--- src/sv/mtrc_pkg.sv ---
package mtrc_pkg;

  localparam int unsigned AddrW = 4;

  localparam logic [2:0] REQ_SAMPLE       = 3'd0;
  localparam logic [2:0] REQ_HEALTH       = 3'd1;
  localparam logic [2:0] REQ_MANUAL_START = 3'd2;
  localparam logic [2:0] REQ_MANUAL_STOP  = 3'd3;
  localparam logic [2:0] REQ_FORCED_STOP  = 3'd4;

  localparam logic [2:0] STOP_NONE       = 3'd0;
  localparam logic [2:0] STOP_MANUAL     = 3'd1;
  localparam logic [2:0] STOP_FORCED     = 3'd2;
  localparam logic [2:0] STOP_LOW_STORE  = 3'd3;
  localparam logic [2:0] STOP_WRITE_ERR  = 3'd4;
  localparam logic [2:0] STOP_STATIONARY = 3'd5;

  localparam logic [2:0] NOTE_NONE      = 3'd0;
  localparam logic [2:0] NOTE_STALE     = 3'd1;
  localparam logic [2:0] NOTE_RECOVERED = 3'd2;
  localparam logic [2:0] NOTE_CANDIDATE = 3'd3;
  localparam logic [2:0] NOTE_RESUMED   = 3'd4;

  localparam logic [1:0] REG_START_SPEED = 2'd0;
  localparam logic [1:0] REG_STOP_SPEED  = 2'd1;
  localparam logic [1:0] REG_STOP_DELAY  = 2'd2;
  localparam logic [1:0] REG_STALE_LIMIT = 2'd3;

  localparam logic [13:0] START_SPEED_RST = 14'd1000;
  localparam logic [13:0] STOP_SPEED_RST  = 14'd300;
  localparam logic [19:0] STOP_DELAY_RST  = 20'd30000;
  localparam logic [15:0] STALE_LIMIT_RST = 16'd1000;

  localparam logic [31:0] AGE_UNKNOWN = 32'hFFFF_FFFF;

  typedef struct packed {
    logic        recording;
    logic        manual_mode;
    logic        session_started;
    logic        sample_written;
    logic [2:0]  stop_code;
    logic        finalize_file;
    logic        accepted;
    logic [2:0]  notice_code;
    logic [31:0] sample_count;
    logic [15:0] dropout_count;
    logic [31:0] invalid_count;
    logic [31:0] max_packet_age;
  } result_t;

endpackage

--- src/sv/motion_triggered_record_control.sv ---
// A result is registered in the result register, or first in the skid register while the result register is stalled.
// Throughput: one event per clock while the input is not stalled; all decisions settle in one combinational pass
// from the input ports into the result register or the skid register.
// A one-entry skid register behind the result register keeps the input taking
// events while a finished result is stalled; the input stalls only when both are full.
// Reset (rst_ni low, asynchronous) clears session state and counters and loads defaults.
module motion_triggered_record_control (
  input  logic                       clk_i,
  input  logic                       rst_ni,

  input  logic                       psel,
  input  logic                       penable,
  input  logic                       pwrite,
  input  logic [mtrc_pkg::AddrW-1:0] paddr,
  input  logic [31:0]                pwdata,
  output logic [31:0]                prdata,
  output logic                       pready,

  input  logic                       in_valid_i,
  output logic                       in_stall_o,
  input  logic [2:0]                 req_type_i,
  input  logic [31:0]                now_ms_i,
  input  logic                       fix_valid_i,
  input  logic [15:0]                speed_i,
  input  logic                       connected_i,
  input  logic [31:0]                packet_age_ms_i,
  input  logic                       storage_ok_i,
  input  logic                       write_ok_i,

  output logic                       out_valid_o,
  input  logic                       out_stall_i,
  output logic                       recording_o,
  output logic                       manual_mode_o,
  output logic                       session_started_o,
  output logic                       sample_written_o,
  output logic [2:0]                 stop_code_o,
  output logic                       finalize_file_o,
  output logic                       accepted_o,
  output logic [2:0]                 notice_code_o,
  output logic [31:0]                sample_count_o,
  output logic [15:0]                dropout_count_o,
  output logic [31:0]                invalid_count_o,
  output logic [31:0]                max_packet_age_o
);

  // Configuration registers
  logic [13:0] start_speed_q;
  logic [13:0] stop_speed_q;
  logic [19:0] stop_delay_q;
  logic [15:0] stale_limit_q;
  logic        cfg_write;

  assign pready    = 1'b1;
  assign cfg_write = psel & penable & pwrite & pready;

  always_ff @(posedge clk_i or negedge rst_ni) begin
    if (!rst_ni) begin
      start_speed_q <= mtrc_pkg::START_SPEED_RST;
      stop_speed_q  <= mtrc_pkg::STOP_SPEED_RST;
      stop_delay_q  <= mtrc_pkg::STOP_DELAY_RST;
      stale_limit_q <= mtrc_pkg::STALE_LIMIT_RST;
    end else if (cfg_write) begin
      unique case (paddr[3:2])
        mtrc_pkg::REG_START_SPEED: start_speed_q <= pwdata[13:0];
        mtrc_pkg::REG_STOP_SPEED:  stop_speed_q  <= pwdata[13:0];
        mtrc_pkg::REG_STOP_DELAY:  stop_delay_q  <= pwdata[19:0];
        mtrc_pkg::REG_STALE_LIMIT: stale_limit_q <= pwdata[15:0];
        default: ;
      endcase
    end
  end

  always_comb begin
    unique case (paddr[3:2])
      mtrc_pkg::REG_START_SPEED: prdata = {18'd0, start_speed_q};
      mtrc_pkg::REG_STOP_SPEED:  prdata = {18'd0, stop_speed_q};
      mtrc_pkg::REG_STOP_DELAY:  prdata = {12'd0, stop_delay_q};
      mtrc_pkg::REG_STALE_LIMIT: prdata = {16'd0, stale_limit_q};
      default:                   prdata = '0;
    endcase
  end

  // Session state
  logic        rec_q, rec_d;
  logic        man_q, man_d;
  logic        inhibit_q, inhibit_d;
  logic        stale_q, stale_d;
  logic        below_q, below_d;
  logic [31:0] since_q, since_d;
  logic        cand_q, cand_d;
  logic [31:0] samples_q, samples_d;
  logic [15:0] drops_q, drops_d;
  logic [31:0] invalid_q, invalid_d;
  logic [31:0] max_age_q, max_age_d;

  logic        started, written, finalize, acc;
  logic [2:0]  stop_code, notice;
  logic        proceed, is_stale;
  logic [31:0] elapsed;

  logic        in_accept;
  mtrc_pkg::result_t res;

  always_comb begin
    rec_d     = rec_q;
    man_d     = man_q;
    inhibit_d = inhibit_q;
    stale_d   = stale_q;
    below_d   = below_q;
    since_d   = since_q;
    cand_d    = cand_q;
    samples_d = samples_q;
    drops_d   = drops_q;
    invalid_d = invalid_q;
    max_age_d = max_age_q;
    started   = 1'b0;
    written   = 1'b0;
    finalize  = 1'b0;
    acc       = 1'b1;
    stop_code = mtrc_pkg::STOP_NONE;
    notice    = mtrc_pkg::NOTE_NONE;
    proceed   = 1'b1;
    is_stale  = 1'b0;
    elapsed   = '0;

    unique case (req_type_i)
      mtrc_pkg::REQ_SAMPLE: begin
        if (!fix_valid_i) begin
          if (rec_q) begin
            if (invalid_q != '1) invalid_d = invalid_q + 32'd1;
            below_d = 1'b0;
            since_d = '0;
            cand_d  = 1'b0;
          end
        end else if (rec_q && man_q) begin
          if (!storage_ok_i) begin
            stop_code = mtrc_pkg::STOP_LOW_STORE;
            finalize  = 1'b1;
            rec_d = 1'b0; man_d = 1'b0; below_d = 1'b0; since_d = '0; cand_d = 1'b0;
          end else if (!write_ok_i) begin
            stop_code = mtrc_pkg::STOP_WRITE_ERR;
            rec_d = 1'b0; man_d = 1'b0; below_d = 1'b0; since_d = '0; cand_d = 1'b0;
          end else begin
            if (samples_q != '1) samples_d = samples_q + 32'd1;
            written = 1'b1;
          end
        end else begin
          // After a manual stop, auto start waits until the speed drops below the threshold.
          if (inhibit_q) begin
            if (speed_i < {2'd0, start_speed_q}) inhibit_d = 1'b0;
            else proceed = 1'b0;
          end
          if (proceed) begin
            if (!rec_q && speed_i >= {2'd0, start_speed_q} && storage_ok_i) begin
              rec_d = 1'b1; man_d = 1'b0; inhibit_d = 1'b0; stale_d = 1'b0;
              below_d = 1'b0; since_d = '0; cand_d = 1'b0;
              samples_d = '0; drops_d = '0; invalid_d = '0; max_age_d = '0;
              started = 1'b1;
            end
            if (rec_d) begin
              if (!storage_ok_i) begin
                stop_code = mtrc_pkg::STOP_LOW_STORE;
                finalize  = 1'b1;
                rec_d = 1'b0; man_d = 1'b0; below_d = 1'b0; since_d = '0; cand_d = 1'b0;
              end else if (!write_ok_i) begin
                stop_code = mtrc_pkg::STOP_WRITE_ERR;
                rec_d = 1'b0; man_d = 1'b0; below_d = 1'b0; since_d = '0; cand_d = 1'b0;
              end else begin
                if (samples_d != '1) samples_d = samples_d + 32'd1;
                written = 1'b1;
                if (stale_d) begin
                  below_d = 1'b0; since_d = '0; cand_d = 1'b0;
                end else if (speed_i <= {2'd0, stop_speed_q}) begin
                  if (!below_d) begin
                    below_d = 1'b1;
                    since_d = now_ms_i;
                    if (!cand_d) begin
                      notice = mtrc_pkg::NOTE_CANDIDATE;
                      cand_d = 1'b1;
                    end
                  end
                  elapsed = now_ms_i - since_d;
                  if (elapsed >= {12'd0, stop_delay_q}) begin
                    stop_code = mtrc_pkg::STOP_STATIONARY;
                    finalize  = 1'b1;
                    rec_d = 1'b0; man_d = 1'b0; below_d = 1'b0; since_d = '0; cand_d = 1'b0;
                  end
                end else begin
                  if (below_d) notice = mtrc_pkg::NOTE_RESUMED;
                  below_d = 1'b0; since_d = '0; cand_d = 1'b0;
                end
              end
            end
          end
        end
      end
      mtrc_pkg::REQ_HEALTH: begin
        if (rec_q) begin
          if (packet_age_ms_i != mtrc_pkg::AGE_UNKNOWN && packet_age_ms_i > max_age_q) begin
            max_age_d = packet_age_ms_i;
          end
          is_stale = !connected_i || packet_age_ms_i == mtrc_pkg::AGE_UNKNOWN
                     || packet_age_ms_i > {16'd0, stale_limit_q};
          if (is_stale && !stale_q) begin
            stale_d = 1'b1;
            if (drops_q != '1) drops_d = drops_q + 16'd1;
            below_d = 1'b0; since_d = '0; cand_d = 1'b0;
            notice = mtrc_pkg::NOTE_STALE;
          end else if (!is_stale && stale_q) begin
            stale_d = 1'b0;
            notice  = mtrc_pkg::NOTE_RECOVERED;
          end
          if (!fix_valid_i) begin
            below_d = 1'b0; since_d = '0; cand_d = 1'b0;
          end
        end
      end
      mtrc_pkg::REQ_MANUAL_START: begin
        if (!fix_valid_i) begin
          acc = 1'b0;
        end else if (rec_q) begin
          man_d     = 1'b1;
          inhibit_d = 1'b0;
        end else if (storage_ok_i) begin
          rec_d = 1'b1; man_d = 1'b1; inhibit_d = 1'b0; stale_d = 1'b0;
          below_d = 1'b0; since_d = '0; cand_d = 1'b0;
          samples_d = '0; drops_d = '0; invalid_d = '0; max_age_d = '0;
          started = 1'b1;
        end else begin
          acc = 1'b0;
        end
      end
      mtrc_pkg::REQ_MANUAL_STOP: begin
        if (!rec_q) begin
          acc = 1'b0;
        end else begin
          stop_code = mtrc_pkg::STOP_MANUAL;
          finalize  = 1'b1;
          rec_d = 1'b0; man_d = 1'b0; below_d = 1'b0; since_d = '0; cand_d = 1'b0;
          inhibit_d = 1'b1;
        end
      end
      mtrc_pkg::REQ_FORCED_STOP: begin
        if (rec_q) begin
          stop_code = mtrc_pkg::STOP_FORCED;
          finalize  = 1'b1;
          rec_d = 1'b0; man_d = 1'b0; below_d = 1'b0; since_d = '0; cand_d = 1'b0;
        end
      end
      default: ;
    endcase

    res.recording       = rec_d;
    res.manual_mode     = rec_d & man_d;
    res.session_started = started;
    res.sample_written  = written;
    res.stop_code       = stop_code;
    res.finalize_file   = finalize;
    res.accepted        = acc;
    res.notice_code     = notice;
    res.sample_count    = samples_d;
    res.dropout_count   = drops_d;
    res.invalid_count   = invalid_d;
    res.max_packet_age  = max_age_d;
  end

  always_ff @(posedge clk_i or negedge rst_ni) begin
    if (!rst_ni) begin
      rec_q     <= 1'b0;
      man_q     <= 1'b0;
      inhibit_q <= 1'b0;
      stale_q   <= 1'b0;
      below_q   <= 1'b0;
      since_q   <= '0;
      cand_q    <= 1'b0;
      samples_q <= '0;
      drops_q   <= '0;
      invalid_q <= '0;
      max_age_q <= '0;
    end else if (in_accept) begin
      rec_q     <= rec_d;
      man_q     <= man_d;
      inhibit_q <= inhibit_d;
      stale_q   <= stale_d;
      below_q   <= below_d;
      since_q   <= since_d;
      cand_q    <= cand_d;
      samples_q <= samples_d;
      drops_q   <= drops_d;
      invalid_q <= invalid_d;
      max_age_q <= max_age_d;
    end
  end

  // Result register with a one-entry skid register behind it
  logic              out_vld_q, out_vld_d;
  logic              skid_vld_q, skid_vld_d;
  mtrc_pkg::result_t out_q, out_d;
  mtrc_pkg::result_t skid_q, skid_d;
  logic              out_free;

  assign in_stall_o = skid_vld_q;
  assign in_accept  = in_valid_i & ~skid_vld_q;
  assign out_free   = ~out_vld_q | ~out_stall_i;

  always_comb begin
    out_vld_d  = out_vld_q;
    skid_vld_d = skid_vld_q;
    out_d      = out_q;
    skid_d     = skid_q;
    if (out_free) begin
      if (skid_vld_q) begin
        out_d      = skid_q;
        out_vld_d  = 1'b1;
        skid_vld_d = 1'b0;
      end else begin
        out_d     = res;
        out_vld_d = in_accept;
      end
    end else if (in_accept) begin
      skid_d     = res;
      skid_vld_d = 1'b1;
    end
  end

  always_ff @(posedge clk_i or negedge rst_ni) begin
    if (!rst_ni) begin
      out_vld_q  <= 1'b0;
      skid_vld_q <= 1'b0;
    end else begin
      out_vld_q  <= out_vld_d;
      skid_vld_q <= skid_vld_d;
    end
  end

  always_ff @(posedge clk_i) begin
    out_q  <= out_d;
    skid_q <= skid_d;
  end

  assign out_valid_o       = out_vld_q;
  assign recording_o       = out_q.recording;
  assign manual_mode_o     = out_q.manual_mode;
  assign session_started_o = out_q.session_started;
  assign sample_written_o  = out_q.sample_written;
  assign stop_code_o       = out_q.stop_code;
  assign finalize_file_o   = out_q.finalize_file;
  assign accepted_o        = out_q.accepted;
  assign notice_code_o     = out_q.notice_code;
  assign sample_count_o    = out_q.sample_count;
  assign dropout_count_o   = out_q.dropout_count;
  assign invalid_count_o   = out_q.invalid_count;
  assign max_packet_age_o  = out_q.max_packet_age;

`ifndef SYNTHESIS
  // The skid register only fills behind a held result.
  a_skid_behind_out: assert property (@(posedge clk_i) disable iff (!rst_ni)
    skid_vld_q |-> out_vld_q)
    else $error("skid register holds a result while the result register is empty");

  a_manual_needs_session: assert property (@(posedge clk_i) disable iff (!rst_ni)
    man_q |-> rec_q)
    else $error("manual control flag set without an active session");

  a_stop_ends_session: assert property (@(posedge clk_i) disable iff (!rst_ni)
    (out_vld_q && out_q.stop_code != mtrc_pkg::STOP_NONE) |-> !out_q.recording)
    else $error("result reports a stop while still recording");

  // A new session may end on its very first sample, so only the count is checked here.
  a_start_fresh_count: assert property (@(posedge clk_i) disable iff (!rst_ni)
    (out_vld_q && out_q.session_started) |-> (out_q.sample_count <= 32'd1))
    else $error("session start reported with inconsistent state");

  a_idle_timer_clear: assert property (@(posedge clk_i) disable iff (!rst_ni)
    !rec_q |-> (!below_q && !cand_q))
    else $error("stationary timer running while idle");
`endif

endmodule
--- config.mk ---
export PLATFORM = sky130hd
export DESIGN_NAME = motion_triggered_record_control
export DESIGN_NICKNAME = d
export VERILOG_FILES = /design/src/sv/mtrc_pkg.sv /design/src/sv/motion_triggered_record_control.sv
export SDC_FILE = /design/constraint.sdc
export NUM_CORES = 1
export LEC_CHECK = 0
export ABC_AREA = 1
export BUFFER_PORTS_ARGS = -buffer_cell sky130_fd_sc_hd__buf_4
export CORE_MARGIN = 8
export CORE_UTILIZATION = 55
export DETAILED_ROUTE_END_ITERATION = 6
export PLACE_DENSITY = 0.72
export SETUP_SLACK_MARGIN = 0.05
export SLEW_MARGIN = 25
export SYNTH_ARGS = -nofsm -noshare
export SYNTH_HDL_FRONTEND = slang
export SYNTH_SLANG_ARGS = --single-unit
export TNS_END_PERCENT = 30
--- constraint.sdc ---
create_clock -name clk_i -period 21.5 [get_ports clk_i]
set_input_delay 3.225 -clock clk_i [delete_from_list [all_inputs] [get_ports clk_i]]
set_output_delay 3.225 -clock clk_i [all_outputs]
set_load 0.01 [all_outputs]
# --- After elaboration in Yosys (flattened, before gate mapping) ---
# Index checks and enable logic that the tools add are counted.
op_classes:
  n_addsub: 5
  n_lt_le_gt_ge: 6
  n_eq_ne: 26
  n_mux: 246
  bitwise_logic: 9
  n_reduce_logical: 27
op_table:
  columns: ["op", "count"]
  rows:
  - ["two-way mux 32 bit", 65]
  - ["case mux 32 bit (4 select lines)", 2]
  - ["two-way mux 16 bit", 10]
  - ["inequality test 32 bit (second input constant)", 4]
  - ["case mux 32 bit (2 select lines)", 2]
  - ["two-way mux 1 bit", 127]
  - ["two-way mux 124 bit", 1]
  - ["adder 32 x 1 -> 32 bit (second input constant)", 3]
  - ["case mux 32 bit (3 select lines)", 1]
  - ["two-way mux 3 bit", 20]
  - ["case mux 16 bit (3 select lines)", 1]
  - ["equality test 32 bit (second input constant)", 1]
  - [">= comparator 32 x 20 -> 1 bit", 1]
  - ["greater-than comparator 32 x 16 -> 1 bit", 1]
  - ["greater-than comparator 32 bit", 1]
  - ["subtractor 32 bit", 1]
  - ["adder 16 x 1 -> 16 bit (second input constant)", 1]
  - [">= comparator 16 x 14 -> 1 bit", 1]
  - ["less-or-equal comparator 16 x 14 -> 1 bit", 1]
  - ["less-than comparator 16 x 14 -> 1 bit", 1]
  - ["inequality test 16 bit (second input constant)", 1]
  - ["inequality test 2 bit (second input constant)", 8]
  - ["two-way mux 2 bit", 6]
  - ["case mux 1 bit (3 select lines)", 4]
  - ["other kinds (28)", 55]
word_totals:
  regBits: 464
  out_inout_bits: 159

# --- Logic depth before layout (Yosys ltp) ---
# Gate-level depths: netlist (run 1).
depth:
  ltp_word: 34
  ltp_mapped: 45
  depth_no_buf: 44

# --- Least setup slack after synthesis (run 1) ---
# OpenSTA, ideal clock, no wires.
synth_path:
  path_kind: "in2reg"
  startpoint: "in out_stall_i"
  endpoint: "reg skid_q[0] (netlist bit), enable pin"
  setup_time_ns: 0.609
  t_arrival_ns: 11.615
  required_ns: 20.891
  slack_ns: 9.276
  stages: 2
  n_path_buf: 0
  cell_sequence: "nand2_1 -> nor2_1"
synth_via:
  elab_chain_cells: 4
synth_lines:
  columns: ["item", "line", "rtl"]
  rows:
  - ["start, declared", "motion_triggered_record_control.sv:31", "input logic out_stall_i,"]
  - ["inverter 1 bit", "motion_triggered_record_control.sv:304", "assign out_free = ~out_vld_q | ~out_stall_i;"]
  - ["bitwise OR 1 bit", "motion_triggered_record_control.sv:304", null]
  - ["inverter 1 bit (no line)", null, null]
  - ["AND reduction 2 bit (no line)", null, null]
  - ["end signal, assigned", "motion_triggered_record_control.sv:338", "skid_q <= skid_d;"]
  - ["end, declared", "motion_triggered_record_control.sv:299", "mtrc_pkg::result_t skid_q, skid_d;"]
# No other way between the ends.
# A chain may end at the register's enable or synchronous reset.

# --- Final worst setup path (run 1) ---
layout_path:
  startpoint: "in speed_i[11]"
  endpoint: "reg out_q (netlist bit manual_mode_o) (data pin)"
layout_via:
  elab_chain_cells: 32
layout_lines:
  columns: ["item", "line", "rtl"]
  rows:
  - ["start, declared", "motion_triggered_record_control.sv:24", "input logic [15:0] speed_i,"]
  - [">= comparator 16 x 14 -> 1 bit", "motion_triggered_record_control.sv:154", "if (!rec_q && speed_i >= {2'd0, start_speed_q} && storage_ok_i) begin"]
  - ["logical AND 1 bit (2 in a row)", "motion_triggered_record_control.sv:154", null]
  - ["two-way mux 1 bit", "motion_triggered_record_control.sv:154", null]
  - ["two-way mux 1 bit", "motion_triggered_record_control.sv:153", "if (proceed) begin"]
  - ["two-way mux 1 bit", "motion_triggered_record_control.sv:135", "end else if (rec_q && man_q) begin"]
  - ["two-way mux 1 bit", "motion_triggered_record_control.sv:128", "if (!fix_valid_i) begin"]
  - ["two-way mux 1 bit", "motion_triggered_record_control.sv:126", "unique case (req_type_i)"]
  - ["two-way mux 32 bit", "motion_triggered_record_control.sv:174", "if (!below_d) begin"]
  - ["[16 not listed]", null, null]
  - ["two-way mux 1 bit", "motion_triggered_record_control.sv:160", "if (rec_d) begin"]
  - ["two-way mux 1 bit (*)", "motion_triggered_record_control.sv:153", null]
  - ["two-way mux 1 bit (*)", "motion_triggered_record_control.sv:135", null]
  - ["two-way mux 1 bit (*)", "motion_triggered_record_control.sv:128", null]
  - ["case mux 1 bit (3 select lines) (*)", "motion_triggered_record_control.sv:126", null]
  - ["via rec_d", "motion_triggered_record_control.sv:84", "logic rec_q, rec_d;"]
  - ["bitwise AND 1 bit (*)", "motion_triggered_record_control.sv:254", "res.manual_mode = rec_d & man_d;"]
  - ["two-way mux 124 bit (*)", "motion_triggered_record_control.sv:312", "if (skid_vld_q) begin"]
  - ["end signal, assigned", "motion_triggered_record_control.sv:337", "out_q <= out_d;"]
  - ["end, declared", "motion_triggered_record_control.sv:298", "mtrc_pkg::result_t out_q, out_d;"]
# The timed path passes the listed nets; every way through them passes the cells marked *. The select of a mux whose other input is x is not followed.

==> flow_summary.json, run 1 <==
{
  "synthArstFlopShare": 0.4655,
  "p_sw_frac": 0.3639,
  "regArea_um2": 12880,
  "setup_tns_ns": 0,
  "portBuffers": 261,
  "io_pins": 289,
  "worst_pin_slew_ns": 1.019,
  "synth.most_common_cell": "nand2_1",
  "drv_slew": 0,
  "ys_ff_latch": 464,
  "synth_edf_count": 248,
  "rsz0062_at_grt": "no",
  "end_kind": "flip-flop",
  "cp_max_fo": 29,
  "max-slew-margin-rel": 0.3207,
  "initial_core_util": 0.5542,
  "ir_worst_vdd_mv": 0.06446,
  "holdBufCountCts": 0,
  "dr.pass1.iters": 6,
  "arrival_ns": 9.85,
  "p_int_mw": 2.029,
  "cts_tree": "done",
  "wirelength_mm": 87.07,
  "crit_path_max_incr_delay_ns": 0.72,
  "overflow": 0,
  "finalCritPeriodShare": 0.4370,
  "place_area_um2": 32090,
  "routedWlPerCell_um": 18.15,
  "yosysTopAreaCell": "edfxtp_1",
  "seq_power_share": 0.376,
  "synthMuxAreaShare": 0.005086,
  "setup_slack_ns": 12.10,
  "finalSetupViolCount": 0,
  "grt_max_degree": 97,
  "fin_cells": 4797,
  "syn_to_final_growth_pct": 13.97,
  "gr-usage-all-layers": 0.2729,
  "clockBufferDepth": 3,
  "cts.sinks": 464,
  "comb_power_share": 0.330,
  "nNetsFinal": 4321,
  "pre_cts_slack_ns": 11.59,
  "synth_compound_gate_area_share": 0.1331,
  "max_cap_violations": 0,
  "fin_hold_ws_ns": 0.4794,
  "grt_pass1_vias": 25170,
  "ys_seq_area_frac": 0.4327,
  "yosys-top-cells-count": "1303 x nand2_1, 444 x inv_1, 281 x o21ai_0",
  "synth_area_leaders": "edfxtp_1 25%, nand2_1 16%, dfrtp_1 16%",
  "syn_inst": 3875,
  "slowest_stage": "inv_1",
  "p_leak_nw": 15.65,
  "dp.cells": 4700,
  "critPathKind": "in2reg",
  "max_freq_ghz": 0.1064,
  "avgSynthCellArea_um2": 7.682,
  "vias": 26720,
  "drc": 0,
  "period_minus_slack_ns": 9.397,
  "synth_top_area_frac": 0.2502,
  "antenna_found_initial": 6,
  "synth-xor-area-share": 0.01206,
  "synth_top_family_by_area": "simple AND/OR/NAND/NOR gates",
  "num_rows": 85,
  "yosys_warnings": 0,
  "die-area_um2": 61820,
  "cts-root-buf": "clkbuf_16",
  "yosysUniqueCellTypes": 70,
  "core_area_um2": 53710,
  "p_sw_mw": 1.161,
  "yosys.area_share.simple": 0.2759,
  "clk_latency_ns": 0.62,
  "cp-start-kind": "input port",
  "cts_setup_buffers": 0,
  "path_clk_slew_ns": 0.06,
  "die_y_um": 248.6,
  "status": "complete, no violations",
  "multi_input_area_um2": 14460,
  "fillers": 4789,
  "grt_first_pass_wirelength_mm": 138.5,
  "synth_area_um2": 29770,
  "pwr-share-clk": 0.294,
  "finalWeightedCongestion": 1.008,
  "final_antenna_net_count": 0,
  "fin_area_um2": 33930,
  "routed_via_density": 5.571,
  "hpwl_mm": 62.66,
  "synthFlopType": "edfxtp_1",
  "min_path_type": "reg2reg",
  "finalClockSkew_ns": 0.03325,
  "p_per_area_nw_per_um2": 94.02,
  "cp.required_ns": 21.95,
  "cts_made_buffers": 51,
  "cts_resized": 0,
  "htreeDepth": 2,
  "die_width_um": 248.6,
  "worst_path_most_repeated_cell": "nand2_1",
  "dr.first_iter.drc_count": 2435,
  "layout-drive-gt1-share": 0.1356,
  "finalHoldViolCount": 0,
  "synth-adder-area-share": 0.05658
}
per-layer routing:
metal,vias to the layer above,global-route usage,part of all wire
met1,12390,0.3747,0.43
met2,972,0.4336,0.46
li1,13200,-,-
met4,10,0.08883,0.033
met5,-,0,0.00068
met3,159,0.05153,0.077
cells by family after synthesis:
logic type | after synthesis
adders and majority gates | 134
other | 2
muxes | 15
AOI/OAI and AO/OA | 639
DFF | 464
and+or+nand+nor | 1952
buffers and inverters | 628
xor gates and xnor gates | 41
final timing paths:
path                       slack (ns)  cells past startpoint                to              from
max                             12.10                     39     manual_mode_o       speed_i[11]
min reg2reg                      0.48                      2     max_age_q[14]     max_age_q[14]
max reg2reg                     14.30                     39     manual_mode_o  start_speed_q[9]
max in group asynchronous       17.44                      2  stop_speed_q[13]            rst_ni
min in group asynchronous        2.61                      1        drops_q[6]            rst_ni
min                              0.48                      2     max_age_q[14]     max_age_q[14]
critical path, delay by kind of cell:
family,cells,cell delay [ns]
adders and majority gates,3,0.97
AOI/OAI and AO/OA,8,1.41
buffers and inverters,3,0.90
and+or+nand+nor,24,3.10
xor gates and xnor gates,1,0.24
area by class of cell:
| cell class | instances | share of cell area |
|---|---|---|
| Antenna cell | 1 | 0.00007376 |
| Clock buffer | 67 | 0.04267 |
| Clock inverter | 29 | 0.01110 |
| Multi-Input combinational cell | 2794 | 0.4261 |
| Inverter | 461 | 0.05130 |
| Sequential cell | 464 | 0.3798 |
| Tap cell | 696 | 0.02567 |
| Timing Repair Buffer | 285 | 0.06329 |
state kept, by name, summed over array words and instances, names as in the netlist, 20 cells and up:
name,count
invalid_count_o,32
invalid_q,32
max_age_q,32
max_packet_age_o,32
sample_count_o,32
samples_q,32
since_q,32
skid_q,124
stop_delay_q,20
per-stage QoR:
| step | util | power [mW] |
|---|---|---|
| 4_1_cts | 0.6314 | 3.203 |
| 5_1_grt | 0.6316 | 3.386 |
| 2_1_floorplan | - | 1.925 |
| 3_5_place_dp | 0.5974 | 2.260 |
| 3_3_place_gp | 0.5974 | 2.238 |
| 6_report | 0.6317 | 3.190 |
placed cells by master (no fill, tap or decap), drive strengths merged, types with 67 or more instances in the layout:
cell type | synthesis | final
o21ai | 307 | 307
ha | 133 | 133
dfrtp | 193 | 193
nand3 | 200 | 200
nand2 | 1324 | 1324
a21oi | 150 | 150
buf | 79 | 285
clkbuf | 88 | 67
edfxtp | 248 | 248
inv | 459 | 462
nor2 | 257 | 257
power by group through the flow:
| stage | clock [mW] | combinational, mW | sequential, mW |
|---|---|---|---|
| after floorplan | 0 | 0.720 | 1.20 |
| after global placement | 0 | 1.03 | 1.21 |
| after detailed placement | 0 | 1.05 | 1.21 |
| after CTS | 0.953 | 1.05 | 1.20 |
| after global routing | 0.985 | 1.18 | 1.22 |
| final | 0.939 | 1.05 | 1.20 |
Note: power is estimated with default switching activity, not from simulation.
==> run 2: changes to the inputs <==
--- a/config.mk
+++ b/config.mk
@@ -5,7 +5,7 @@
 export SDC_FILE = /design/constraint.sdc
 export NUM_CORES = 1
 export LEC_CHECK = 0
-export ABC_AREA = 1
+export ABC_AREA = 0
 export BUFFER_PORTS_ARGS = -buffer_cell sky130_fd_sc_hd__buf_4
 export CORE_MARGIN = 8
 export CORE_UTILIZATION = 55
==> constraint.sdc (replaced) <==
create_clock -name clk_i -period 9.8 [get_ports clk_i]
set_input_delay 1.47 -clock clk_i [delete_from_list [all_inputs] [get_ports clk_i]]
set_output_delay 1.47 -clock clk_i [all_outputs]
set_load 0.01 [all_outputs]
==> run 2 against run 1 <==
Final cell count fell by 28%. Total power rose by 68%. Count of clock-buffer cells in the layout rose by 1. Area after synthesis fell by 10%. Flip-flop and latch count did not move. Sequential share of layout area rose by 3.9 points. Final area fell by 9.3%. Critical path type unchanged. Largest cell class is now sequential cells.
==> flow_summary.json, run 2 <==
{
  "max-slew-margin-rel": 0.2925,
  "synth_top_family_by_area": "compound AO/OA/AOI/OAI gates",
  "ys_seq_area_frac": 0.4824,
  "p_per_area_nw_per_um2": 174.3,
  "cts_made_buffers": 49,
  "grt_max_degree": 107,
  "overflow": 0,
  "nNetsFinal": 3074,
  "rsz0062_at_grt": "no",
  "wl_met3_mm": 5.180,
  "cp-start-kind": "input port",
  "num_rows": 80,
  "setup_tns_ns": 0,
  "cp_num_cells": 28,
  "largest_reg_flops": 124,
  "vias": 21510,
  "antenna_found_initial": 4,
  "dr.first_iter.drc_count": 1761,
  "synth_compound_gate_area_share": 0.1617,
  "min_path_type": "reg2reg",
  "max_freq_ghz": 0.1189,
  "yosys-top-cells-count": "283 x nand2_1, 248 x edfxtp_1, 216 x o21ai_0",
  "grt_pass1_vias": 21630,
  "crit_path_max_incr_delay_ns": 0.63,
  "die_width_um": 236.3,
  "cts-root-buf": "clkbuf_16",
  "synth_top_area_frac": 0.2789,
  "final_antenna_net_count": 0,
  "place_area_um2": 29130,
  "cts.sinks": 464,
  "avgSynthCellArea_um2": 10.23,
  "yosysTopAreaCell": "edfxtp_1",
  "hpwl_mm": 53.59,
  "fillers": 3880,
  "cts_tree": "done",
  "die-area_um2": 55860,
  "initial_core_util": 0.5581,
  "dr.pass1.iters": 6,
  "syn_inst": 2609,
  "finalSetupViolCount": 0,
  "routedWlPerCell_um": 21.83,
  "synthMuxAreaShare": 0.09287,
  "regArea_um2": 12880,
  "drv_slew": 0,
  "critical_path.top_delay_family": "simple AND/OR/NAND/NOR gates",
  "worst_pin_slew_ns": 1.061,
  "fin_area_um2": 30780,
  "clockBufferDepth": 3,
  "power_mw": 5.366,
  "wirelength_mm": 75.73,
  "htreeDepth": 2,
  "final_common_cell": "buf_4",
  "end_kind": "flip-flop",
  "yosys_warnings": 0,
  "clk_latency_ns": 0.61,
  "met2WireLength_mm": 35.63,
  "worstRegToRegCells": 28,
  "finalHoldViolCount": 0,
  "layout_common_cells": "290 x buf_4, 281 x nand2_1, 248 x edfxtp_1, 216 x o21ai_0, 192 x dfrtp_1",
  "top_register": "skid_q",
  "cp.required_ns": 10.15,
  "wl_met1_mm": 32.88,
  "drc": 0,
  "synth.most_common_cell": "nand2_1",
  "cts_resized": 0,
  "synth-xor-area-share": 0.01214,
  "comb_power_share": 0.205,
  "multi_input_area_um2": 12630,
  "seq_power_share": 0.445,
  "synth_area_um2": 26700,
  "pwr-share-clk": 0.350,
  "io_pins": 289,
  "finalWeightedCongestion": 0.8952,
  "syn_to_final_growth_pct": 15.26,
  "status": "complete, no violations",
  "layout-drive-gt1-share": 0.2129,
  "critPathKind": "in2reg",
  "fin_util": 0.6432,
  "highest_layer": "met5",
  "p_int_mw": 3.827,
  "synth_edf_count": 248,
  "min_path_cells": 2,
  "synth-adder-area-share": 0.06307,
  "grt_first_pass_wirelength_mm": 120.1,
  "p_sw_mw": 1.539,
  "p_sw_frac": 0.2868,
  "gr-usage-all-layers": 0.2643,
  "cp_max_fo": 23,
  "max_cap_violations": 0,
  "ir_worst_vdd_mv": 0.1425,
  "synthFlopType": "edfxtp_1",
  "slowest_stage": "or4_1",
  "holdBufCountCts": 0,
  "yosys.area_share.simple": 0.1389,
  "routed_via_density": 6.202,
  "period_minus_slack_ns": 8.414,
  "worst-path-buf-inv": 3,
  "ys_ff_latch": 464,
  "synthArstFlopShare": 0.4655,
  "finalCritPeriodShare": 0.8585,
  "cts_setup_buffers": 0,
  "synth_area_leaders": "edfxtp_1 28%, dfrtp_1 18%, mux2_2 7.5%",
  "path_clk_slew_ns": 0.06,
  "r2r_setup_slack_ns": 1.81,
  "arrival_ns": 8.76,
  "finalClockSkew_ns": 0.02475,
  "fin_hold_ws_ns": 0.4856,
  "portBuffers": 261,
  "die_y_um": 236.3,
  "core_area_um2": 47850,
  "yosysUniqueCellTypes": 87,
  "p_leak_nw": 13.02
}
-- run 2: cell type report --
cell class / count / area share
timing repair buffer: 293 / 0.07245
clock inverter: 24 / 0.008578
clock buffer: 68 / 0.04350
antenna: 3 / 0.0002439
multi-input combinational: 1828 / 0.4103
inverter: 174 / 0.02122
tap: 615 / 0.02500
sequential: 464 / 0.4187
-- run 2: routing by layer --
layer  global-route usage  up-vias
met5                    0        -
met1               0.3563    10550
met4              0.08201        2
met2               0.4287      802
li1                     -    10030
met3              0.05095      125
-- run 2: worst min-delay path: stages, from the launching register on --
cell     delay, ns
dfrtp_1       0.34
nand2_1       0.04
o21ai_0       0.06
-- run 2: final timing paths --
path / endpoint / start
worst max-delay path: skid_q[117] / speed_i[13]
min in group asynchronous: since_q[15] / rst_ni
worst min register to register: since_q[6] / since_q[6]
worst min-delay path: since_q[6] / since_q[6]
worst max register to register: skid_q[117] / start_speed_q[9]
max in group asynchronous: in_stall_o / rst_ni
-- run 2: cells by family after synthesis --
logic type / Yosys count
simple gates: 760
compound gates: 676
flops: 464
buf+inv: 328
mux: 208
fa+ha+maj: 134
xor+xnor: 37
other cells: 2
-- run 2: power by group through the flow --
stage	registers (mW)	logic [mW]	clock network [mW]
2_1_floorplan	2.41	0.661	0
3_3_place_gp	2.41	1.05	0
3_5_place_dp	2.42	1.09	0
4_1_cts	2.39	1.10	1.91
5_1_grt	2.41	1.21	1.99
6_report	2.39	1.10	1.88
-- run 2: metrics by stage --
step,std cells,worst slack (ns)
after floorplan,2620,0.8552
after global placement,3373,1.009
after detailed placement,3373,0.8295
after CTS,3465,1.488
after global routing,3468,0.8942
final,3469,1.386
